**src/rtl/w2e_pkg.sv**
```systemverilog
// ----------------------------------------------------------------------------
// w2e_pkg: shared constants for the 802.11 to ethernet header rewrite
// offsets and lengths of the 802.11 mac header fields, register indexes
// ----------------------------------------------------------------------------
package w2e_pkg;

    // mac header lengths
    localparam logic [5:0] HDR_LEN_3ADDR = 6'd24;
    localparam logic [5:0] HDR_LEN_4ADDR = 6'd30;
    localparam logic [5:0] QOS_LEN       = 6'd2;
    localparam logic [5:0] LLC_SNAP_LEN  = 6'd6;

    // address field offsets
    localparam logic [5:0] ADDR1_OFS     = 6'd4;
    localparam logic [5:0] ADDR2_OFS     = 6'd10;
    localparam logic [5:0] ADDR3_OFS     = 6'd16;
    localparam logic [5:0] ADDR4_OFS     = 6'd24;
    localparam logic [5:0] MAC_LEN       = 6'd6;

    // address store: da in entries 0..5, sa in entries 6..11
    localparam int unsigned ADDR_BYTES   = 12;
    localparam logic [3:0]  SA_BASE      = 4'd6;
    localparam logic [3:0]  LAST_ADDR    = 4'd11;

    // frame control fields
    localparam logic [3:0] SUBTYPE_QOS   = 4'h8;
    localparam logic [1:0] DS_BOTH       = 2'd3;
    localparam logic [1:0] DS_FROM       = 2'd2;

    // register indexes
    localparam logic [1:0] REG_TRANSLATE_ENABLE = 2'd0;

endpackage

```
**src/rtl/wifi_to_ethernet_header_rewrite.sv**
```systemverilog
// ----------------------------------------------------------------------------
// wifi_to_ethernet_header_rewrite: 802.11 data frame to ethernet ii frame
// drops the mac header, qos control and llc/snap bytes, emits da, sa, payload
// ----------------------------------------------------------------------------
// output: registered; the first result byte of an accepted byte is valid in the cycle after it is accepted
// throughput: one byte per cycle while the output does not stall; the first
//   payload byte (or the final llc byte of a frame with no payload) starts a
//   burst of the 12 address bytes from the store, then that payload byte if
//   any, and input is held off until the burst is through
// reset: synchronous active low; position, mode flags and output valid clear,
//   translate_enable returns to 1; the address store is not cleared
// ----------------------------------------------------------------------------
module wifi_to_ethernet_header_rewrite #(
    parameter int unsigned MAX_FRAME_LEN = 65535
) (
    input  logic        i_clk,
    input  logic        i_rst_n,

    // input byte stream
    input  logic        s_axis_tvalid,
    output logic        s_axis_tready,
    input  logic [7:0]  s_axis_tdata,   // [7:0] in_byte
    input  logic        s_axis_tlast,   // in_last

    // output byte stream
    output logic        m_axis_tvalid,
    input  logic        m_axis_tready,
    output logic [7:0]  m_axis_tdata,   // [7:0] out_byte
    output logic        m_axis_tlast,   // out_last
    output logic        m_axis_tuser,   // [0] frame_short

    // configuration port
    input  logic        psel,
    input  logic        penable,
    input  logic        pwrite,
    input  logic [3:0]  paddr,
    input  logic [31:0] pwdata,
    output logic [31:0] prdata,
    output logic        pready
);

    localparam int unsigned POS_W = $clog2(MAX_FRAME_LEN + 1);
    localparam logic [POS_W-1:0] POS_MAX = POS_W'(MAX_FRAME_LEN);

    typedef enum logic [1:0] {
        ST_IDLE,    // one result or none per accepted byte
        ST_ADDR,    // streaming address bytes out of the store
        ST_TAIL     // first payload byte after the addresses
    } t_state;

    t_state           r_state;
    logic [3:0]       r_burst_idx;
    logic             r_tail_pending;
    logic             r_hdr_only;
    logic [7:0]       r_tail_byte;
    logic             r_tail_last;

    logic             r_out_valid;
    logic [7:0]       r_out_byte;
    logic             r_out_last;
    logic             r_out_short;

    logic [POS_W-1:0] r_pos;
    logic [1:0]       r_ds_mode;
    logic             r_qos;
    logic             r_enable;
    logic [7:0]       r_addr [w2e_pkg::ADDR_BYTES];

    // ------------------------------------------------------------------------
    // handshake
    // ------------------------------------------------------------------------
    logic out_free;
    logic in_acc;
    logic cfg_wr;

    assign out_free      = !r_out_valid || m_axis_tready;
    // a new request waits while an address burst is still going out
    assign s_axis_tready = (r_state == ST_IDLE) && out_free;
    assign in_acc        = s_axis_tvalid && s_axis_tready;
    assign pready        = 1'b1;
    assign cfg_wr        = psel && penable && pwrite && pready &&
                           (paddr[3:2] == w2e_pkg::REG_TRANSLATE_ENABLE);
    assign prdata        = (paddr[3:2] == w2e_pkg::REG_TRANSLATE_ENABLE) ?
                           {31'd0, r_enable} : 32'd0;

    // ------------------------------------------------------------------------
    // header tracking for the byte at the input
    // ------------------------------------------------------------------------
    logic       pos_small;      // position fits the 6-bit header window
    logic [5:0] pos_lo;
    logic       n_qos;
    logic [1:0] n_ds_mode;
    logic [5:0] hdr_len;
    logic [5:0] da_ofs;
    logic [5:0] sa_ofs;
    logic [5:0] da_rel;
    logic [5:0] sa_rel;
    logic       cap_we;
    logic [3:0] cap_idx;
    logic       in_header;
    logic       at_payload;
    logic       at_final_llc;

    assign pos_small = (r_pos[POS_W-1:6] == '0);
    assign pos_lo    = r_pos[5:0];

    always_comb begin
        n_qos     = r_qos;
        n_ds_mode = r_ds_mode;
        if (r_pos == '0) begin
            n_qos = (s_axis_tdata[7:4] == w2e_pkg::SUBTYPE_QOS);
        end else if (r_pos == POS_W'(1)) begin
            n_ds_mode = s_axis_tdata[1:0];
        end
    end

    // header length uses the flags as updated by this byte
    assign hdr_len = ((n_ds_mode == w2e_pkg::DS_BOTH) ? w2e_pkg::HDR_LEN_4ADDR
                                                      : w2e_pkg::HDR_LEN_3ADDR)
                   + (n_qos ? w2e_pkg::QOS_LEN : 6'd0)
                   + w2e_pkg::LLC_SNAP_LEN;

    // tods selects addr3 as da; sa is addr2, addr3 or addr4
    assign da_ofs = r_ds_mode[0] ? w2e_pkg::ADDR3_OFS : w2e_pkg::ADDR1_OFS;
    always_comb begin
        case (r_ds_mode)
            w2e_pkg::DS_BOTH: sa_ofs = w2e_pkg::ADDR4_OFS;
            w2e_pkg::DS_FROM: sa_ofs = w2e_pkg::ADDR3_OFS;
            default:          sa_ofs = w2e_pkg::ADDR2_OFS;
        endcase
    end

    assign da_rel = pos_lo - da_ofs;
    assign sa_rel = pos_lo - sa_ofs;

    // da and sa windows never overlap, so one write per byte
    always_comb begin
        cap_we  = 1'b0;
        cap_idx = 4'd0;
        if (pos_small && (r_pos > POS_W'(1))) begin
            if ((pos_lo >= da_ofs) && (da_rel < w2e_pkg::MAC_LEN)) begin
                cap_we  = 1'b1;
                cap_idx = da_rel[3:0];
            end else if ((pos_lo >= sa_ofs) && (sa_rel < w2e_pkg::MAC_LEN)) begin
                cap_we  = 1'b1;
                cap_idx = w2e_pkg::SA_BASE + sa_rel[3:0];
            end
        end
    end

    assign in_header    = pos_small && (pos_lo < hdr_len);
    assign at_payload   = pos_small && (pos_lo == hdr_len);
    assign at_final_llc = pos_small && ((pos_lo + 6'd1) == hdr_len);

    // ------------------------------------------------------------------------
    // address store, written by header bytes only
    // ------------------------------------------------------------------------
    always_ff @(posedge i_clk) begin
        if (in_acc && cap_we) begin
            r_addr[cap_idx] <= s_axis_tdata;
        end
    end

    // ------------------------------------------------------------------------
    // frame tracking and configuration
    // ------------------------------------------------------------------------
    logic [POS_W-1:0] n_pos;

    always_comb begin
        if (s_axis_tlast) begin
            n_pos = '0;
        end else if (r_pos != POS_MAX) begin
            n_pos = r_pos + POS_W'(1);
        end else begin
            n_pos = r_pos;
        end
    end

    always_ff @(posedge i_clk) begin
        if (!i_rst_n) begin
            r_pos     <= '0;
            r_ds_mode <= 2'd0;
            r_qos     <= 1'b0;
            r_enable  <= 1'b1;
        end else begin
            if (cfg_wr) begin
                r_enable <= pwdata[0];
            end
            if (in_acc) begin
                r_pos     <= n_pos;
                r_ds_mode <= n_ds_mode;
                r_qos     <= n_qos;
            end
        end
    end

    // ------------------------------------------------------------------------
    // result sequencing and output register
    // ------------------------------------------------------------------------
    always_ff @(posedge i_clk) begin
        if (!i_rst_n) begin
            r_state     <= ST_IDLE;
            r_out_valid <= 1'b0;
        end else if (out_free) begin
            case (r_state)
                ST_IDLE: begin
                    r_out_valid <= 1'b0;
                    if (in_acc) begin
                        if (!r_enable || !in_header && !at_payload) begin
                            // passthrough or later payload byte
                            r_out_valid <= 1'b1;
                            r_out_byte  <= s_axis_tdata;
                            r_out_last  <= s_axis_tlast;
                            r_out_short <= 1'b0;
                        end else if (at_payload || (s_axis_tlast && at_final_llc)) begin
                            // address burst, da[0] goes out now
                            r_out_valid    <= 1'b1;
                            r_out_byte     <= r_addr[0];
                            r_out_last     <= 1'b0;
                            r_out_short    <= 1'b0;
                            r_burst_idx    <= 4'd1;
                            r_tail_pending <= at_payload;
                            r_hdr_only     <= !at_payload;
                            r_tail_byte    <= s_axis_tdata;
                            r_tail_last    <= s_axis_tlast;
                            r_state        <= ST_ADDR;
                        end else if (s_axis_tlast) begin
                            // frame ended inside the header
                            r_out_valid <= 1'b1;
                            r_out_byte  <= 8'd0;
                            r_out_last  <= 1'b1;
                            r_out_short <= 1'b1;
                        end
                    end
                end
                ST_ADDR: begin
                    r_out_valid <= 1'b1;
                    r_out_byte  <= r_addr[r_burst_idx];
                    r_out_last  <= (r_burst_idx == w2e_pkg::LAST_ADDR) && r_hdr_only;
                    r_out_short <= 1'b0;
                    if (r_burst_idx == w2e_pkg::LAST_ADDR) begin
                        r_state <= r_tail_pending ? ST_TAIL : ST_IDLE;
                    end else begin
                        r_burst_idx <= r_burst_idx + 4'd1;
                    end
                end
                ST_TAIL: begin
                    r_out_valid <= 1'b1;
                    r_out_byte  <= r_tail_byte;
                    r_out_last  <= r_tail_last;
                    r_out_short <= 1'b0;
                    r_state     <= ST_IDLE;
                end
                default: begin
                    r_out_valid <= 1'b0;
                    r_state     <= ST_IDLE;
                end
            endcase
        end
    end

    assign m_axis_tvalid = r_out_valid;
    assign m_axis_tdata  = r_out_byte;
    assign m_axis_tlast  = r_out_last;
    assign m_axis_tuser  = r_out_short;

endmodule
```
**config.mk**
```make
export PLATFORM = sky130hd
export DESIGN_NAME = wifi_to_ethernet_header_rewrite
export DESIGN_NICKNAME = d
export VERILOG_FILES = /design/src/rtl/w2e_pkg.sv /design/src/rtl/wifi_to_ethernet_header_rewrite.sv
export SDC_FILE = /design/constraint.sdc
export NUM_CORES = 1
export LEC_CHECK = 0
export ABC_AREA = 1
export CAP_MARGIN = 20
export CORE_MARGIN = 5
export CORE_UTILIZATION = 60
export CTS_BUF_LIST = sky130_fd_sc_hd__clkbuf_2
export DETAILED_ROUTE_END_ITERATION = 6
export DONT_BUFFER_PORTS = 1
export PLACE_DENSITY = 0.8
export SYNTH_ARGS = -nofsm -noshare
export SYNTH_HDL_FRONTEND = slang
export SYNTH_SLANG_ARGS = --single-unit
```
**constraint.sdc**
```tcl
create_clock -name i_clk -period 5.7 [get_ports i_clk]
set_input_delay 1.71 -clock i_clk [delete_from_list [all_inputs] [get_ports i_clk]]
set_output_delay 1.71 -clock i_clk [all_outputs]
set_load 0.02 [all_outputs]
```
# [Word-level counts from Yosys, hierarchy flattened]
# Memory sizes are Yosys's and may differ from the RTL's. A register that Yosys moved wholly into a read port is not among the register bits.
# Cells that the tools add are included.
[op_classes] add_sub_neg=8 n_lt_le_gt_ge=6 eq_ne=17 n_mux=48 bitwise_logic=1 reduce_logical=37
[ops] cell="$mux 16" n=2
[ops] cell="$mux 4" n=8
[ops] cell="$mux 8" n=4
[ops] cell="$pmux 8 s3" n=1
[ops] cell="$mux 1" n=17
[ops] cell="$add 16x1->16 const B" n=1
[ops] cell="$eq 16x1->1 const B" n=1
[ops] cell="$gt 16x1->1 const B" n=1
[ops] cell="$logic_not 16->1" n=1
[ops] cell="$mux 2" n=8
[ops] cell="$ne 16x16->1 const B" n=1
[ops] cell="$logic_and 1x1->1" n=15
[ops] cell="$reduce_and 5->1" n=3
[ops] cell="$eq 6x6->1" n=2
[ops] cell="$lt 6x3->1 const B" n=2
[ops] cell="$logic_not 10->1" n=1
[ops] cell="$pmux 5 s2" n=1
[ops] cell="$eq 2x2->1 const B" n=4
[ops] cell="$eq 4x4->1 const B" n=2
[ops] cell="$ne 2x2->1 const B" n=4
[ops] cell="$pmux 4 s2" n=1
[ops] cell="$reduce_and 7->1" n=1
[ops] cell="$add 5x2->6" n=1
[ops] cell="$add 6x1->6 const B" n=1
[ops] cell="25 further kinds" n=34
[word_totals] reg_bits=48 ramBits=96 inputBits=52 out_inout_bits=45 word_cells=132 memories=1
[mem_list] memory="r_addr" words=12 width=8 read_ports=2 rd_ports_with_merged_regs=1 write_ports=1 line_no="wifi_to_ethernet_header_rewrite.sv:67" rtl="logic [7:0] r_addr [w2e_pkg::ADDR_BYTES];"

# [Longest topological paths before layout]
# Gate-level depths: netlist (run 1).
[logic_depth] word_depth=16 ltp_mapped=25

# [Least setup slack after synthesis (run 1)]
# OpenSTA, ideal clock, no wires.
[synth_path] kind="in2reg" start="input s_axis_tdata[5]" end="register r_hdr_only (enable)" setup_ns=0.393 arrival_ns=4.297 required_time_ns=5.307 slack_ns=1.010 stages=16 cell_sequence="nor4_1 > nand2_1 > o21ai_0 > inv_1 > ha_1 > ha_1 > nand2_1 > inv_1 > nand3_1 > nor2_1 > nand2_4 > nand2_1 > nand2_1 > clkinv_1 > nand2_1 > nor3_1"
[synth_between] elab_chain_len=12 elab_cells_between_ends=19 cone_classes="2 x add/sub; 1 x order compare; 3 x eq/ne; 2 x mux; 1 x bitwise; 10 x reduce/logical"
[synth_lines] item="start: declaration" line_no="wifi_to_ethernet_header_rewrite.sv:22" rtl="input logic [7:0] s_axis_tdata,"
[synth_lines] item="$eq 4x4->1 *" line_no="wifi_to_ethernet_header_rewrite.sv:111" rtl="n_qos = (s_axis_tdata[7:4] == w2e_pkg::SUBTYPE_QOS);"
[synth_lines] item="$mux 1 *" line_no="wifi_to_ethernet_header_rewrite.sv:110" rtl="if (r_pos == '0) begin"
[synth_lines] item="net n_qos" line_no="wifi_to_ethernet_header_rewrite.sv:91" rtl="logic n_qos;"
[synth_lines] item="$mux 2 *" line_no="wifi_to_ethernet_header_rewrite.sv:120" rtl="+ (n_qos ? w2e_pkg::QOS_LEN : 6'd0)"
[synth_lines] item="$add 5x2->6 *" line_no="wifi_to_ethernet_header_rewrite.sv:120"
[synth_lines] item="$add 6x3->6 *" line_no="wifi_to_ethernet_header_rewrite.sv:121" rtl="+ w2e_pkg::LLC_SNAP_LEN;"
[synth_lines] item="$lt 6x6->1 / $eq 6x6->1 (equally long branches)" line_no="wifi_to_ethernet_header_rewrite.sv:151, wifi_to_ethernet_header_rewrite.sv:152"
[synth_lines] item="$logic_and 1x1->1 (on tied branches)" line_no="wifi_to_ethernet_header_rewrite.sv:151, wifi_to_ethernet_header_rewrite.sv:152"
[synth_lines] item="$logic_not 1->1" line_no="wifi_to_ethernet_header_rewrite.sv:209" rtl="if (!r_enable || !in_header && !at_payload) begin"
[synth_lines] item="$logic_and 1x1->1" line_no="wifi_to_ethernet_header_rewrite.sv:209"
[synth_lines] item="$logic_or 1x1->1" line_no="wifi_to_ethernet_header_rewrite.sv:209"
[synth_lines] item="$not 1->1 (no line)"
[synth_lines] item="$reduce_and 6->1 (no line) *"
[synth_lines] item="end signal: assignment" line_no="wifi_to_ethernet_header_rewrite.sv:223" rtl="r_hdr_only <= !at_payload;"
[synth_lines] item="end: declaration" line_no="wifi_to_ethernet_header_rewrite.sv:54" rtl="logic r_hdr_only;"
# Mark *: on every way through the listed nets, which the timed path passes. The rest lies on a longest branch.
# A chain may end at the register's enable or synchronous reset.

# [Final worst setup path (run 1)]
[layout_path] start="register r_pos[0]" end="register r_out_byte[6] (netlist: m_axis_tdata[6]) (enable)"
[layout_between] elab_chain_len=14 elab_cells_between_ends=25 cone_classes="3 x add/sub; 1 x order compare; 5 x eq/ne; 5 x mux; 11 x reduce/logical"
[layout_lines] item="start: declaration" line_no="wifi_to_ethernet_header_rewrite.sv:63" rtl="logic [POS_W-1:0] r_pos;"
[layout_lines] item="start signal: assignment" line_no="wifi_to_ethernet_header_rewrite.sv:190" rtl="r_pos <= n_pos;"
[layout_lines] item="$eq 16x1->1" line_no="wifi_to_ethernet_header_rewrite.sv:112" rtl="end else if (r_pos == POS_W'(1)) begin"
[layout_lines] item="$mux 2" line_no="wifi_to_ethernet_header_rewrite.sv:112"
[layout_lines] item="$mux 2" line_no="wifi_to_ethernet_header_rewrite.sv:110"
[layout_lines] item="$eq 2x2->1" line_no="wifi_to_ethernet_header_rewrite.sv:118" rtl="assign hdr_len = ((n_ds_mode == w2e_pkg::DS_BOTH) ? w2e_pkg::HDR_LEN_4ADDR"
[layout_lines] item="$mux 3" line_no="wifi_to_ethernet_header_rewrite.sv:118"
[layout_lines] item="$add 5x2->6" line_no="wifi_to_ethernet_header_rewrite.sv:120"
[layout_lines] item="$add 6x3->6" line_no="wifi_to_ethernet_header_rewrite.sv:121"
[layout_lines] item="$lt 6x6->1 / $eq 6x6->1 (equally long branches)" line_no="wifi_to_ethernet_header_rewrite.sv:151, wifi_to_ethernet_header_rewrite.sv:152"
[layout_lines] item="$logic_and 1x1->1 (on tied branches)" line_no="wifi_to_ethernet_header_rewrite.sv:151, wifi_to_ethernet_header_rewrite.sv:152"
[layout_lines] item="$logic_not 1->1" line_no="wifi_to_ethernet_header_rewrite.sv:209"
[layout_lines] item="$logic_and 1x1->1" line_no="wifi_to_ethernet_header_rewrite.sv:209"
[layout_lines] item="$logic_or 1x1->1" line_no="wifi_to_ethernet_header_rewrite.sv:209"
[layout_lines] item="$ne 4x2->1 (no line) *"
[layout_lines] item="$reduce_and 5->1 (no line) *"
[layout_lines] item="end signal: assignment" line_no="wifi_to_ethernet_header_rewrite.sv:212" rtl="r_out_byte <= s_axis_tdata;"
[layout_lines] item="end signal: assignment" line_no="wifi_to_ethernet_header_rewrite.sv:218" rtl="r_out_byte <= r_addr[0];"
[layout_lines] item="end signal: assignment" line_no="wifi_to_ethernet_header_rewrite.sv:238" rtl="r_out_byte <= r_addr[r_burst_idx];"
[layout_lines] item="end: declaration" line_no="wifi_to_ethernet_header_rewrite.sv:59" rtl="logic [7:0] r_out_byte;"
# Every way passes the cells marked *; elsewhere a longest branch is shown, timed or not.

==> flow_summary.html, run 1 <==
<table>
<tr><th>Metric</th><th>Value</th></tr>
<tr><th colspan="2">GRT</th></tr>
<tr><td>First-pass GRT wire length</td><td>roughly 26000 um</td></tr>
<tr><td>Global Route Usage Sum</td><td>22.5%</td></tr>
<tr><td>Fraction of met1 tracks used by global routing</td><td>between 20 and 30%</td></tr>
<tr><td>Antenna violations before repair</td><td>0</td></tr>
<tr><td>Global routing usage on met3</td><td>4.78%</td></tr>
<tr><td>Top Usage Layer GRT</td><td>met2</td></tr>
<tr><td>Maximum number of pins on one net before global-route repair</td><td>50</td></tr>
<tr><td>Met2 Track Usage GR</td><td>between 30% and 40%</td></tr>
<tr><td>GR Overflow Total</td><td>0</td></tr>
<tr><td>Number of global-route vias before repair</td><td>between 5k and 6k</td></tr>
<tr><th colspan="2">Power and ir drop</th></tr>
<tr><td>Peak supply drop</td><td>~0.14 mV</td></tr>
<tr><td>Sequential share of power</td><td>a little over half</td></tr>
<tr><td>Clk pwr share</td><td>approximately a quarter</td></tr>
<tr><td>Reported leakage power</td><td>2.97 nW</td></tr>
<tr><td>Net switching power</td><td>between 0.7 and 0.8 mW</td></tr>
<tr><td>Proportion of power drawn by combinational gates</td><td>21.5%</td></tr>
<tr><td>PD cells</td><td>about 300 nW/um2</td></tr>
<tr><td>Total internal power</td><td>1.57 mW</td></tr>
<tr><td>Sw Ratio</td><td>about a third</td></tr>
<tr><th colspan="2">Finish</th></tr>
<tr><td>Share of layout cells above drive strength 1</td><td>under 10%</td></tr>
<tr><td>Net total in the final layout</td><td>approximately 860</td></tr>
<tr><td>Syn-to-layout area delta</td><td>3.26%</td></tr>
<tr><td>End-of-flow core utilization</td><td>a little under two thirds</td></tr>
<tr><td>Diode insertion count for antenna repair</td><td>0</td></tr>
<tr><th colspan="2">Job</th></tr>
<tr><td>Reported max-cap violation count</td><td>0</td></tr>
<tr><th colspan="2">Placement</th></tr>
<tr><td>Worst setup timing slack at the placement stage</td><td>around 0.74 ns</td></tr>
<tr><td>Total of buffers placed on input and output ports</td><td>0</td></tr>
<tr><td>Detail Placement HPWL</td><td>11300 um</td></tr>
<tr><td>Gp weighted congestion</td><td>just under 0.9</td></tr>
<tr><th colspan="2">Floorplan</th></tr>
<tr><td>Chip Width</td><td>about 120 um</td></tr>
<tr><td>Initial Utilization</td><td>between 60 and 70%</td></tr>
<tr><td>Site Rows</td><td>40</td></tr>
<tr><td>Floorplan Core Area</td><td>around 12000 um2</td></tr>
<tr><td>Vertical die dimension</td><td>between 100 and 150 um</td></tr>
<tr><td>Number of placed I/O pins</td><td>97</td></tr>
<tr><td>Full die area</td><td>~15000 um2</td></tr>
<tr><th colspan="2">Synth</th></tr>
<tr><td>Post-synthesis instance total</td><td>approximately 800</td></tr>
<tr><td>Post-synthesis sequential area ratio</td><td>between 50 and 60%</td></tr>
<tr><td>Mean instance size in the synthesized netlist</td><td>between 9 and 10 um2</td></tr>
<tr><td>Most used flip-flop cell after synthesis</td><td>sky130_fd_sc_hd__edfxtp_1</td></tr>
<tr><td>Async S/R FF share, synth</td><td>0%</td></tr>
<tr><td>Count of cell types in the netlist</td><td>48</td></tr>
<tr><td>Count of yosys warnings during synthesis</td><td>0</td></tr>
<tr><td>Synth Register Bits</td><td>approximately 150</td></tr>
<tr><td>Number of enable flip-flop cells after synthesis</td><td>approximately 120</td></tr>
<tr><td>Area of the mapped netlist</td><td>7490 um2</td></tr>
<tr><th colspan="2">Critical path</th></tr>
<tr><td>CP peak stage delay</td><td>roughly 0.56 ns</td></tr>
<tr><td>Critical-path top delay cell</td><td>sky130_fd_sc_hd__dfxtp_1</td></tr>
<tr><td>CP Capture Type</td><td>flop</td></tr>
<tr><td>Worst setup SP type</td><td>flop</td></tr>
<tr><td>CP top delay family</td><td>simple AND/OR/NAND/NOR gates</td></tr>
<tr><td>Critical setup path kind</td><td>reg2reg</td></tr>
<tr><td>Cells along the critical path</td><td>inv_1, ha_1, nor3b_1, nand3_1, o21ai_0, nand2_1, ha_1, ha_1, nand2_1, inv_1, nand3_1, nor2_1, nor2_1, nand2_1, nand2_1, nand2_1, clkinv_1, nand3_1, nor2_1, a21oi_1, buf_4</td></tr>
<tr><td>Data required, critical path</td><td>between 6 and 7 ns</td></tr>
<tr><td>Maximum fanout along the worst path</td><td>12</td></tr>
<tr><td>Buffers &amp; Inverters on Critical Path</td><td>4</td></tr>
<tr><td>Cell repeated most along the worst path</td><td>sky130_fd_sc_hd__nand2_1</td></tr>
<tr><td>Critical path arrival</td><td>4.98 ns</td></tr>
<tr><th colspan="2">Routing</th></tr>
<tr><td>Number of vias in the routed layout</td><td>5491</td></tr>
<tr><td>Total iterations of the first detailed-routing run</td><td>5</td></tr>
<tr><td>WL final</td><td>between 15000 and 20000 um</td></tr>
<tr><td>Initial DRC Count</td><td>677</td></tr>
<tr><td>Routed wire length per instance</td><td>16.9 um</td></tr>
<tr><td>DRC errors left</td><td>0</td></tr>
<tr><td>Mean number of vias per cell</td><td>5.70</td></tr>
<tr><td>Number of nets with antenna violations after routing</td><td>0</td></tr>
<tr><th colspan="2">Status</th></tr>
<tr><td>Status</td><td>complete, no violations</td></tr>
<tr><th colspan="2">Clock network</th></tr>
<tr><td>Clock slew seen by the registers of the worst setup and hold paths</td><td>roughly 0.21 ns</td></tr>
<tr><td>Number of levels in the clock H-tree</td><td>4</td></tr>
<tr><td>Clock buffer depth</td><td>2</td></tr>
<tr><td>Hold-fix buffer count after cts</td><td>0</td></tr>
<tr><td>TritonCTS sink count</td><td>148</td></tr>
<tr><td>Number of buffers created by CTS</td><td>17</td></tr>
<tr><td>Clock tree from TritonCTS</td><td>yes</td></tr>
<tr><td>Clk Tree Root Cell</td><td>sky130_fd_sc_hd__clkbuf_2</td></tr>
<tr><td>Post-CTS setup-driven buffer insertion count</td><td>0</td></tr>
<tr><td>Skew-Pair Late Insertion Delay</td><td>around 0.74 ns</td></tr>
<tr><td>CTS resizes</td><td>0</td></tr>
<tr><th colspan="2">Timing</th></tr>
<tr><td>Final max-slew violation count</td><td>0</td></tr>
<tr><td>Ratio of final minimum period to clock period</td><td>about 79%</td></tr>
<tr><td>Final hold violation count</td><td>0</td></tr>
<tr><td>Max-Slew Margin vs Limit</td><td>37.9%</td></tr>
<tr><td>Total of endpoints with negative setup slack in the final report</td><td>0</td></tr>
<tr><td>Final Critical Period</td><td>4.51 ns</td></tr>
<tr><td>Setup Total Neg Slack</td><td>0 ns</td></tr>
<tr><td>Final worst setup slack</td><td>about 1.2 ns</td></tr>
<tr><td>Slew at the pin with the worst max-slew slack</td><td>slightly above 0.9 ns</td></tr>
<tr><td>RSZ-0062 raised after global routing</td><td>no</td></tr>
<tr><td>Worst-case hold slack</td><td>~0.52 ns</td></tr>
<tr><td>Max Freq</td><td>222 MHz</td></tr>
<tr><td>Max Clock Skew</td><td>0.0352 ns</td></tr>
<tr><th colspan="2">Hold path</th></tr>
<tr><td>HP Class</td><td>reg2reg</td></tr>
</table>
==> power groups by stage <==
stage,Combinational (mW),Sequential [mW],Clock [mW]
2_1_floorplan,0.419,1.26,0
3_3_place_gp,0.472,1.28,0
3_5_place_dp,0.494,1.28,0
4_1_cts,0.497,1.25,0.598
5_1_grt,0.576,1.26,0.647
6_report,0.505,1.26,0.593
==> final cells by class <==
| class | count | area [um2] |
|---|---|---|
| Sequential cell | 148 | 4170 |
| Timing Repair Buffer | 4 | 30.0 |
| Multi-Input combinational cell | 538 | 2800 |
| Fill cell | 1011 | 4380 |
| Tap cell | 168 | 210 |
| Clock buffer | 17 | 85.1 |
| Inverter | 73 | 285 |
| Clock inverter | 15 | 154 |
==> routing by layer <==
layer	up-vias	wire, um
met5	-	0
met4	0	477
met3	43	1200
met2	218	8150
met1	2589	6470
li1	2641	-
==> Yosys cell counts, types with 3 or more instances <==
cell / number / area [um2]
sky130_fd_sc_hd__o22ai_1: 13 / 81.3
sky130_fd_sc_hd__a211oi_1: 5 / 37.5
sky130_fd_sc_hd__o21ai_0: 77 / 385
sky130_fd_sc_hd__edfxtp_1: 121 / 3630
sky130_fd_sc_hd__buf_2: 5 / 25.0
sky130_fd_sc_hd__nand2_2: 4 / 25.0
sky130_fd_sc_hd__ha_1: 25 / 313
sky130_fd_sc_hd__inv_1: 64 / 240
sky130_fd_sc_hd__buf_4: 32 / 240
sky130_fd_sc_hd__o21ai_1: 6 / 30.0
sky130_fd_sc_hd__nand2_4: 5 / 56.3
sky130_fd_sc_hd__a21oi_1: 28 / 140
sky130_fd_sc_hd__nor2_1: 110 / 413
sky130_fd_sc_hd__nand2_1: 122 / 458
sky130_fd_sc_hd__nand3_1: 41 / 205
sky130_fd_sc_hd__a21oi_2: 3 / 26.3
sky130_fd_sc_hd__or2_2: 5 / 31.3
sky130_fd_sc_hd__xor2_1: 3 / 26.3
sky130_fd_sc_hd__clkbuf_1: 17 / 63.8
sky130_fd_sc_hd__dfxtp_1: 27 / 541
sky130_fd_sc_hd__inv_2: 4 / 15.0
sky130_fd_sc_hd__a22oi_1: 4 / 30.0
sky130_fd_sc_hd__nor3_1: 13 / 65.1
sky130_fd_sc_hd__nand4_1: 12 / 75.1
sky130_fd_sc_hd__o21ai_2: 3 / 26.3
sky130_fd_sc_hd__o221ai_1: 8 / 70.1
==> kinds of logic after synthesis <==
logic type / synth area share (%)
adder cells (fa/ha/maj): 4.18
AND/OR/NAND/NOR: 19.6
buffers and inverters: 8.45
AO/OA/AOI/OAI: 11.5
XOR/XNOR: 0.468
other: 0.100
flip-flops: 55.7
==> cell usage in the layout (no fill, tap or decap), types with 6 or more instances in the layout <==
| cell | n |
|---|---|
| sky130_fd_sc_hd__a21oi_1 | 28 |
| sky130_fd_sc_hd__nor2_1 | 110 |
| sky130_fd_sc_hd__clkbuf_2 | 17 |
| sky130_fd_sc_hd__nand4_1 | 12 |
| sky130_fd_sc_hd__inv_1 | 64 |
| sky130_fd_sc_hd__ha_1 | 25 |
| sky130_fd_sc_hd__o21ai_1 | 6 |
| sky130_fd_sc_hd__o21ai_0 | 77 |
| sky130_fd_sc_hd__nand3_1 | 41 |
| sky130_fd_sc_hd__nor3_1 | 13 |
| sky130_fd_sc_hd__dfxtp_1 | 27 |
| sky130_fd_sc_hd__edfxtp_1 | 121 |
| sky130_fd_sc_hd__conb_1 | 32 |
| sky130_fd_sc_hd__clkinv_2 | 6 |
| sky130_fd_sc_hd__nand2_1 | 122 |
| sky130_fd_sc_hd__o22ai_1 | 13 |
| sky130_fd_sc_hd__o221ai_1 | 8 |
==> final timing paths <==
| path | start | endpoint | slack (ns) | cells past startpoint |
|---|---|---|---|---|
| setup / recovery | r_pos[0] | m_axis_tdata[6] | 1.19 | 21 |
| setup reg to reg | r_pos[0] | m_axis_tdata[6] | 1.19 | 21 |
| hold / removal | r_pos[15] | r_pos[15] | 0.52 | 2 |
| hold reg to reg | r_pos[15] | r_pos[15] | 0.52 | 2 |
==> tightest hold or removal path, cell delays in order (launching register included) <==
cell,delay (ns)
sky130_fd_sc_hd__dfxtp_1,0.38
sky130_fd_sc_hd__nand2_1,0.07
sky130_fd_sc_hd__a21oi_1,0.05
==> flip-flops by register name, indices dropped and copies added, names as in the netlist, named ones only <==
| signal | flops |
|---|---|
| r_burst_idx | 4 |
| r_ds_mode | 2 |
| r_hdr_only | 1 |
| r_enable | 1 |
| r_pos | 16 |
| r_state | 2 |
| m_axis_tvalid | 1 |
| r_tail_last | 1 |
| r_tail_byte | 8 |
| r_qos | 1 |
| m_axis_tuser | 1 |
| r_tail_pending | 1 |
| m_axis_tdata | 8 |
| r_addr | 96 |
| m_axis_tlast | 1 |
==> per-stage QoR <==
| step | std cells | total power [mW] | instance area [um2] |
|---|---|---|---|
| after floorplan | 816 | 1.68 | 7600 |
| after global placement | 931 | 1.75 | 7490 |
| after detailed placement | 931 | 1.77 | 7490 |
| after CTS | 963 | 2.35 | 7730 |
| after global routing | 963 | 2.48 | 7730 |
| final | 963 | 2.35 | 7730 |
Power figures use the tool's default switching activity.
==> run 2: changes to the inputs <==
==> constraint.sdc (replaced) <==
create_clock -name i_clk -period 4.52 [get_ports i_clk]
set_input_delay 1.356 -clock i_clk [delete_from_list [all_inputs] [get_ports i_clk]]
set_output_delay 1.356 -clock i_clk [all_outputs]
set_load 0.02 [all_outputs]
==> run 2 against run 1 <==
  * The flow now finishes with violations (design-rule violations)
  * Clock power rose by 46%
  * First-iteration DRC count down 32%
  * Critical path type unchanged
  * Combinational power increased by 29%
  * Register-to-register slack worse by 0.52 ns
  * Non-clock buffer count rose by 3
==> flow_summary.html, run 2 (synthesis results as in run 1) <==
<table>
<tr><th>Metric</th><th>Value</th></tr>
<tr><th colspan="2">Placement</th></tr>
<tr><td>Detail Placement HPWL</td><td>11200 um (-0.66%)</td></tr>
<tr><td>Total of buffers placed on input and output ports</td><td>0 (unchanged)</td></tr>
<tr><td>Cell total after placement</td><td>934 (+0.32%)</td></tr>
<tr><td>Gp weighted congestion</td><td>0.916 (+3.5%)</td></tr>
<tr><th colspan="2">Timing</th></tr>
<tr><td>Ratio of final minimum period to clock period</td><td>85.2% (+6.0 points)</td></tr>
<tr><td>Max Freq</td><td>260 MHz (+17%)</td></tr>
<tr><td>Total of endpoints with negative setup slack in the final report</td><td>0 (unchanged)</td></tr>
<tr><td>Max Clock Skew</td><td>0.0304 ns (-0.00479 ns)</td></tr>
<tr><td>Setup Total Neg Slack</td><td>0 ns (unchanged)</td></tr>
<tr><td>Final Critical Period</td><td>3.85 ns (-0.661 ns)</td></tr>
<tr><td>Final hold violation count</td><td>0 (unchanged)</td></tr>
<tr><td>RSZ-0062 raised after global routing</td><td>no</td></tr>
<tr><td>Slew at the pin with the worst max-slew slack</td><td>0.917 ns (-0.0128 ns)</td></tr>
<tr><td>Max-Slew Margin vs Limit</td><td>38.6% (+0.71 points)</td></tr>
<tr><td>Final max-slew violation count</td><td>0 (unchanged)</td></tr>
<tr><th colspan="2">Clock network</th></tr>
<tr><td>Skew-Pair Late Insertion Delay</td><td>0.73 ns (about the same)</td></tr>
<tr><td>Post-CTS setup-driven buffer insertion count</td><td>0 (unchanged)</td></tr>
<tr><td>Hold-fix buffer count after cts</td><td>0 (unchanged)</td></tr>
<tr><td>Clock buffer depth</td><td>2 (unchanged)</td></tr>
<tr><td>Number of levels in the clock H-tree</td><td>4 (unchanged)</td></tr>
<tr><td>Clock tree from TritonCTS</td><td>yes</td></tr>
<tr><td>Clk Tree Root Cell</td><td>sky130_fd_sc_hd__clkbuf_2</td></tr>
<tr><td>Number of buffers created by CTS</td><td>17 (unchanged)</td></tr>
<tr><td>Clock slew seen by the registers of the worst setup and hold paths</td><td>0.23 ns (+0.02 ns)</td></tr>
<tr><td>CTS resizes</td><td>0 (unchanged)</td></tr>
<tr><td>TritonCTS sink count</td><td>148 (unchanged)</td></tr>
<tr><th colspan="2">Routing</th></tr>
<tr><td>Total iterations of the first detailed-routing run</td><td>7 (+2)</td></tr>
<tr><td>DRC errors left</td><td>1 (+1)</td></tr>
<tr><td>Routed wire length per instance</td><td>16.6 um (-1.7%)</td></tr>
<tr><td>Initial DRC Count</td><td>458 (-32%)</td></tr>
<tr><td>WL final</td><td>16100 um (-1.4%)</td></tr>
<tr><td>Number of nets with antenna violations after routing</td><td>0 (unchanged)</td></tr>
<tr><td>Number of vias in the routed layout</td><td>5454 (-0.67%)</td></tr>
<tr><td>Mean number of vias per cell</td><td>5.65 (-0.98%)</td></tr>
<tr><th colspan="2">Power and ir drop</th></tr>
<tr><td>Reported leakage power</td><td>3.00 nW (+1.1%)</td></tr>
<tr><td>Final Power</td><td>3.09 mW (+31%)</td></tr>
<tr><td>PD cells</td><td>396 nW/um2 (+30%)</td></tr>
<tr><td>Peak supply drop</td><td>0.185 mV (+34%)</td></tr>
<tr><th colspan="2">Finish</th></tr>
<tr><td>Number of flip-flops under the largest register name</td><td>96 (unchanged)</td></tr>
<tr><td>Net total in the final layout</td><td>862 (+0.35%)</td></tr>
<tr><td>Most frequent cells in the layout</td><td>sky130_fd_sc_hd__nand2_1, sky130_fd_sc_hd__edfxtp_1, sky130_fd_sc_hd__nor2_1</td></tr>
<tr><td>Commonest non-fill, non-tap cell in the layout</td><td>sky130_fd_sc_hd__nand2_1</td></tr>
<tr><td>Biggest regs</td><td>r_addr (96), r_pos (16)</td></tr>
<tr><td>Non-filler instance count after layout</td><td>966 (+0.31%)</td></tr>
<tr><td>Share of layout cells above drive strength 1</td><td>9.40% (+0.34 points)</td></tr>
<tr><td>Syn-to-layout area delta</td><td>4.24%</td></tr>
<tr><td>Diode insertion count for antenna repair</td><td>0 (unchanged)</td></tr>
<tr><td>Register containing the most flip-flops in the final layout</td><td>r_addr</td></tr>
<tr><th colspan="2">Critical path</th></tr>
<tr><td>Reg2Reg Capture Point</td><td>m_axis_tdata[5]</td></tr>
<tr><td>Worst setup SP type</td><td>flop</td></tr>
<tr><td>CP Capture Type</td><td>flop</td></tr>
<tr><td>Data required, critical path</td><td>4.98 ns (-1.19 ns)</td></tr>
<tr><td>Maximum fanout along the worst path</td><td>10 (-2)</td></tr>
<tr><td>Capture point of the worst path</td><td>m_axis_tdata[5]</td></tr>
<tr><td>Source of the worst register-to-register timing path</td><td>r_pos[1]</td></tr>
<tr><td>Worst path depth</td><td>21 (unchanged)</td></tr>
<tr><td>Cell repeated most along the worst path</td><td>sky130_fd_sc_hd__nand2_1</td></tr>
<tr><td>Buffers &amp; Inverters on Critical Path</td><td>4 (unchanged)</td></tr>
<tr><td>CP peak stage delay</td><td>0.48 ns (-0.08 ns)</td></tr>
<tr><td>Critical setup path kind</td><td>reg2reg</td></tr>
<tr><td>Depth of the worst register-to-register path</td><td>21 (unchanged)</td></tr>
<tr><td>Cells along the critical path</td><td>inv_1, ha_1, nor3b_1, nand3_1, o21ai_0, nand2_1, ha_1, ha_1, nand2_1, inv_1, nand3_1, nor2_1, nor2_1, nand2_1, nand2_1, nand2_1, clkinv_1, nand3_1, nor2_1, a21oi_1, buf_4</td></tr>
<tr><td>CP top delay family</td><td>simple AND/OR/NAND/NOR gates</td></tr>
<tr><td>Register-to-register path setup slack</td><td>0.67 ns (-0.52 ns)</td></tr>
<tr><td>Origin of the worst setup path</td><td>r_pos[1]</td></tr>
<tr><td>Critical path arrival</td><td>4.31 ns (-0.67 ns)</td></tr>
<tr><td>Critical-path top delay cell</td><td>sky130_fd_sc_hd__dfxtp_1</td></tr>
<tr><th colspan="2">Hold path</th></tr>
<tr><td>HP Class</td><td>reg2reg</td></tr>
<tr><th colspan="2">GRT</th></tr>
<tr><td>Global Route Usage Sum</td><td>22.4% (-0.12 points)</td></tr>
<tr><td>GR Overflow Total</td><td>0 (unchanged)</td></tr>
<tr><td>Maximum number of pins on one net before global-route repair</td><td>50 (unchanged)</td></tr>
<tr><td>Number of global-route vias before repair</td><td>5320 (+4.2%)</td></tr>
<tr><td>Antenna violations before repair</td><td>0 (unchanged)</td></tr>
<tr><td>First-pass GRT wire length</td><td>25900 um (+0.91%)</td></tr>
<tr><th colspan="2">Floorplan</th></tr>
<tr><td>Initial Utilization</td><td>61.8% (unchanged)</td></tr>
<tr><td>Chip Width</td><td>122 um (unchanged)</td></tr>
<tr><td>Vertical die dimension</td><td>122 um (unchanged)</td></tr>
<tr><td>Site Rows</td><td>40 (unchanged)</td></tr>
<tr><td>Full die area</td><td>14800 um2 (unchanged)</td></tr>
<tr><td>Floorplan Core Area</td><td>12100 um2 (unchanged)</td></tr>
<tr><td>Number of placed I/O pins</td><td>97 (unchanged)</td></tr>
<tr><th colspan="2">Job</th></tr>
<tr><td>Reported max-cap violation count</td><td>0 (unchanged)</td></tr>
<tr><th colspan="2">Status</th></tr>
<tr><td>Status</td><td>finished, violations left</td></tr>
<tr><td>Failing checks</td><td>design-rule violations</td></tr>
</table>
## run 2: worst min-delay path by stage
stage | start | end | slack (ns) | depth (start not counted)
final | r_pos[15] | r_pos[15] | 0.52 | 2
after CTS | r_pos[15] | r_pos[15] | 0.52 | 2
after floorplan | r_burst_idx[3] | flop | 0.47 | 2
after detailed placement | r_pos[15] | r_pos[15] | 0.49 | 2
after global routing | r_pos[15] | r_pos[15] | 0.55 | 2
after global placement | r_pos[15] | r_pos[15] | 0.49 | 2
## run 2: layout make-up
class | instances | area (um2)
Fill cell | 961 | 4300
Sequential cell | 148 | 4170
Multi-Input combinational cell | 538 | 2800
Inverter | 73 | 285
Tap cell | 168 | 210
Clock inverter | 15 | 205
Clock buffer | 17 | 85.1
Timing Repair Buffer | 7 | 52.6
## run 2: metrics by stage
step | area (um2) | worst slack (ns) | hold WS, ns | util, %
2_1_floorplan | 7600 | 0.184 | 0.468 | -
3_5_place_dp | 7520 | 0.339 | 0.494 | 62.1
4_1_cts | 7810 | 0.715 | 0.520 | 64.5
6_report | 7810 | 0.669 | 0.522 | 64.5
5_1_grt | 7810 | 0.157 | 0.551 | 64.5
3_3_place_gp | 7520 | 0.376 | 0.488 | 62.1
## run 2: power breakdown
part	internal, mW	total [mW]	switching [mW]
combinational	0.211	0.649	0.439
sequential	1.52	1.57	0.0525
clock	0.368	0.864	0.496
## run 2: tightest hold or removal path: cells and delay by family (launching register included)
kind | cells | cell delay (ns)
compound gates | 1 | 0.05
flops | 1 | 0.39
simple gates | 1 | 0.07
## run 2: layer usage
layer / share of wire (%) / wire length [um] / track usage [%]
met5: 0 / 0 / 0
met4: 2.5 / 408 / 8.33
met3: 6.7 / 1070 / 5.29
met2: 50 / 8070 / 38.4
met1: 41 / 6520 / 27.7
==> run 3: changes to the inputs <==
--- a/config.mk
+++ b/config.mk
@@ -12,7 +12,7 @@
 export CTS_BUF_LIST = sky130_fd_sc_hd__clkbuf_2
 export DETAILED_ROUTE_END_ITERATION = 6
 export DONT_BUFFER_PORTS = 1
-export PLACE_DENSITY = 0.8
+export PLACE_DENSITY = 0.81
 export SYNTH_ARGS = -nofsm -noshare
 export SYNTH_HDL_FRONTEND = slang
 export SYNTH_SLANG_ARGS = --single-unit
==> run 3 against run 2 <==
  * The flow now finishes without violations
  * Sequential share of layout area rose by 0.39 points
  * Clock skew is 0.0041 ns lower
  * Die area unchanged
  * Count of clock-buffer cells in the layout grew 2
  * Global-route usage is 0.25 points higher
  * Non-clock buffer count unchanged
  * First-iteration DRC count is 17% higher
  * Worst setup slack worse by 0.0030 ns
  * Register-to-register slack about the same
  * Wire length rose by 1.7%
  * Via count up 0.81%
==> flow_summary.html, run 3 (synthesis results as in run 1) <==
<table>
<tr><th>Metric</th><th>Value</th></tr>
<tr><th colspan="2">Status</th></tr>
<tr><td>Status</td><td>complete, no violations</td></tr>
<tr><th colspan="2">Critical path</th></tr>
<tr><td>Register-to-register path setup slack</td><td>0.67 ns (about the same)</td></tr>
<tr><td>Critical path arrival</td><td>4.30 ns (about the same)</td></tr>
<tr><td>Origin of the worst setup path</td><td>r_pos[1]</td></tr>
<tr><td>Capture point of the worst path</td><td>m_axis_tdata[1]</td></tr>
<tr><td>Cell repeated most along the worst path</td><td>sky130_fd_sc_hd__nand2_1</td></tr>
<tr><td>Reg2Reg Capture Point</td><td>m_axis_tdata[1]</td></tr>
<tr><td>Data required, critical path</td><td>4.96 ns (-0.02 ns)</td></tr>
<tr><td>Maximum fanout along the worst path</td><td>10 (unchanged)</td></tr>
<tr><td>Source of the worst register-to-register timing path</td><td>r_pos[1]</td></tr>
<tr><td>Critical-path top delay cell</td><td>sky130_fd_sc_hd__dfxtp_1</td></tr>
<tr><td>Depth of the worst register-to-register path</td><td>21 (unchanged)</td></tr>
<tr><td>Critical setup path kind</td><td>reg2reg</td></tr>
<tr><td>Cells along the critical path</td><td>inv_1, ha_1, nor3b_1, nand3_1, o21ai_0, nand2_1, ha_1, ha_1, nand2_1, inv_1, nand3_1, nor2_1, nor2_1, nand2_1, nand2_1, nand2_1, clkinv_1, nand3_1, nor2_1, a21oi_1, buf_4</td></tr>
<tr><td>Worst setup SP type</td><td>flop</td></tr>
<tr><td>CP peak stage delay</td><td>0.46 ns (-0.02 ns)</td></tr>
<tr><td>CP Capture Type</td><td>flop</td></tr>
<tr><th colspan="2">Clock network</th></tr>
<tr><td>Hold-fix buffer count after cts</td><td>0 (unchanged)</td></tr>
<tr><td>Clock tree from TritonCTS</td><td>yes</td></tr>
<tr><td>Skew-Pair Late Insertion Delay</td><td>0.73 ns (about the same)</td></tr>
<tr><td>Clk Tree Root Cell</td><td>sky130_fd_sc_hd__clkbuf_2</td></tr>
<tr><td>Number of levels in the clock H-tree</td><td>4 (unchanged)</td></tr>
<tr><td>Clock buffer depth</td><td>2 (unchanged)</td></tr>
<tr><td>CTS resizes</td><td>0 (unchanged)</td></tr>
<tr><td>Clock slew seen by the registers of the worst setup and hold paths</td><td>0.19 ns (-0.04 ns)</td></tr>
<tr><td>Post-CTS setup-driven buffer insertion count</td><td>0 (unchanged)</td></tr>
<tr><td>TritonCTS sink count</td><td>148 (unchanged)</td></tr>
<tr><td>Number of buffers created by CTS</td><td>17 (unchanged)</td></tr>
<tr><th colspan="2">Floorplan</th></tr>
<tr><td>Chip Width</td><td>122 um (unchanged)</td></tr>
<tr><td>Vertical die dimension</td><td>122 um (unchanged)</td></tr>
<tr><td>Full die area</td><td>14800 um2 (unchanged)</td></tr>
<tr><td>Site Rows</td><td>40 (unchanged)</td></tr>
<tr><td>Number of placed I/O pins</td><td>97 (unchanged)</td></tr>
<tr><td>Initial Utilization</td><td>61.8% (unchanged)</td></tr>
<tr><td>Floorplan Core Area</td><td>12100 um2 (unchanged)</td></tr>
<tr><th colspan="2">Timing</th></tr>
<tr><td>Max Clock Skew</td><td>0.0264 ns (-0.00405 ns)</td></tr>
<tr><td>Final Critical Period</td><td>3.85 ns (+0.00300 ns)</td></tr>
<tr><td>Max-Slew Margin vs Limit</td><td>35.5% (-3.1 points)</td></tr>
<tr><td>Final worst setup slack</td><td>0.666 ns (-0.00300 ns)</td></tr>
<tr><td>RSZ-0062 raised after global routing</td><td>no</td></tr>
<tr><td>Total of endpoints with negative setup slack in the final report</td><td>0 (unchanged)</td></tr>
<tr><td>Final max-slew violation count</td><td>0 (unchanged)</td></tr>
<tr><td>Final hold violation count</td><td>0 (unchanged)</td></tr>
<tr><td>Setup Total Neg Slack</td><td>0 ns (unchanged)</td></tr>
<tr><td>Max Freq</td><td>259 MHz (about the same)</td></tr>
<tr><td>Slew at the pin with the worst max-slew slack</td><td>0.964 ns (+0.0468 ns)</td></tr>
<tr><td>Ratio of final minimum period to clock period</td><td>85.3% (about the same)</td></tr>
<tr><th colspan="2">Finish</th></tr>
<tr><td>Number of flip-flops under the largest register name</td><td>96 (unchanged)</td></tr>
<tr><td>Register containing the most flip-flops in the final layout</td><td>r_addr</td></tr>
<tr><td>Filler Cells Inserted</td><td>990 (+3.0%)</td></tr>
<tr><td>Net total in the final layout</td><td>862 (unchanged)</td></tr>
<tr><td>Most frequent cells in the layout</td><td>sky130_fd_sc_hd__nand2_1, sky130_fd_sc_hd__edfxtp_1, sky130_fd_sc_hd__nor2_1</td></tr>
<tr><td>Diode insertion count for antenna repair</td><td>0 (unchanged)</td></tr>
<tr><td>Biggest regs</td><td>r_addr (96), r_pos (16)</td></tr>
<tr><td>Non-filler instance count after layout</td><td>965 (-0.10%)</td></tr>
<tr><td>Syn-to-layout area delta</td><td>3.49%</td></tr>
<tr><td>Commonest non-fill, non-tap cell in the layout</td><td>sky130_fd_sc_hd__nand2_1</td></tr>
<tr><td>Share of layout cells above drive strength 1</td><td>9.03% (-0.36 points)</td></tr>
<tr><td>End-of-flow core utilization</td><td>64.0% (-0.46 points)</td></tr>
<tr><th colspan="2">Routing</th></tr>
<tr><td>WL final</td><td>16300 um (+1.7%)</td></tr>
<tr><td>Number of nets with antenna violations after routing</td><td>0 (unchanged)</td></tr>
<tr><td>Total iterations of the first detailed-routing run</td><td>5 (-2)</td></tr>
<tr><td>Routed wire length per instance</td><td>16.9 um (+1.8%)</td></tr>
<tr><td>DRC errors left</td><td>0 (-1)</td></tr>
<tr><td>Mean number of vias per cell</td><td>5.70 (+0.91%)</td></tr>
<tr><td>Number of vias in the routed layout</td><td>5498 (+0.81%)</td></tr>
<tr><td>Initial DRC Count</td><td>538 (+17%)</td></tr>
<tr><th colspan="2">Power and ir drop</th></tr>
<tr><td>PD cells</td><td>385 nW/um2 (-2.7%)</td></tr>
<tr><td>Final Power</td><td>2.98 mW (-3.4%)</td></tr>
<tr><td>Reported leakage power</td><td>2.99 nW (-0.42%)</td></tr>
<tr><td>Peak supply drop</td><td>0.165 mV (-10%)</td></tr>
<tr><th colspan="2">GRT</th></tr>
<tr><td>Maximum number of pins on one net before global-route repair</td><td>50 (unchanged)</td></tr>
<tr><td>Global Route Usage Sum</td><td>22.7% (+0.25 points)</td></tr>
<tr><td>Antenna violations before repair</td><td>0 (unchanged)</td></tr>
<tr><td>First-pass GRT wire length</td><td>25900 um (about the same)</td></tr>
<tr><td>GR Overflow Total</td><td>0 (unchanged)</td></tr>
<tr><td>Number of global-route vias before repair</td><td>5184 (-2.6%)</td></tr>
<tr><th colspan="2">Placement</th></tr>
<tr><td>Gp weighted congestion</td><td>0.900 (-1.7%)</td></tr>
<tr><td>Total of buffers placed on input and output ports</td><td>0 (unchanged)</td></tr>
<tr><td>Cell total after placement</td><td>934 (unchanged)</td></tr>
<tr><td>Worst setup timing slack at the placement stage</td><td>0.392 ns (+0.0534 ns)</td></tr>
<tr><td>Detail Placement HPWL</td><td>11300 um (+1.3%)</td></tr>
<tr><th colspan="2">Hold path</th></tr>
<tr><td>Cell depth of the worst min-delay path</td><td>2 (unchanged)</td></tr>
<tr><td>HP Class</td><td>reg2reg</td></tr>
<tr><th colspan="2">Job</th></tr>
<tr><td>Reported max-cap violation count</td><td>0 (unchanged)</td></tr>
</table>
-- run 3: cell count changes in the layout (fill, tap and decap cells not counted), sizes merged --
cell      change
clkinv        +2
bufinv        -1
clkinvlp      -2
clkbuf        +2
inv           -2
-- run 3: metal layers --
layer / GRT usage, % / part of all wire (%)
met2: 37.3 / 50
met3: 5.85 / 7.0
met1: 28.4 / 41
met5: 0 / 0
met4: 9.87 / 2.7
-- run 3: how the worst min path moves through the flow --
stage | slack (ns) | endpoint | startpoint
2_1_floorplan | 0.47 | flop | r_burst_idx[3]
5_1_grt | 0.55 | r_pos[15] | r_pos[15]
3_3_place_gp | 0.49 | r_pos[15] | r_pos[15]
4_1_cts | 0.52 | r_pos[15] | r_pos[15]
3_5_place_dp | 0.49 | r_pos[15] | r_pos[15]
6_report | 0.52 | r_pos[15] | r_pos[15]
-- run 3: final cells by class --
class / count / area, um2 / area share (%)
Sequential cell: 148 / 4170 / 53.8
Multi-Input combinational cell: 538 / 2800 / 36.1
Inverter: 73 / 285 / 3.68
Tap cell: 168 / 210 / 2.71
Clock inverter: 12 / 139 / 1.79
Clock buffer: 19 / 95.1 / 1.23
Timing Repair Buffer: 7 / 52.6 / 0.678
-- run 3: stage by stage --
step | hold WS [ns] | cell area [um2]
floorplan | 0.468 | 7600
global placement | 0.488 | 7520
detailed placement | 0.494 | 7520
CTS | 0.523 | 7750
global route | 0.548 | 7750
finish | 0.524 | 7750
-- run 3: worst max-delay path, delay by kind of cell, from the launching register on --
kind,cells,cell delay [ns]
fa+ha+maj,3,0.79
flops,1,0.46
compound gates,2,0.37
buf+inv,4,0.68
simple gates,12,1.27
-- run 3: where the power goes --
group,internal [mW],switching [mW]
Clock,0.302,0.455
Sequential,1.52,0.0523
Combinational,0.210,0.442
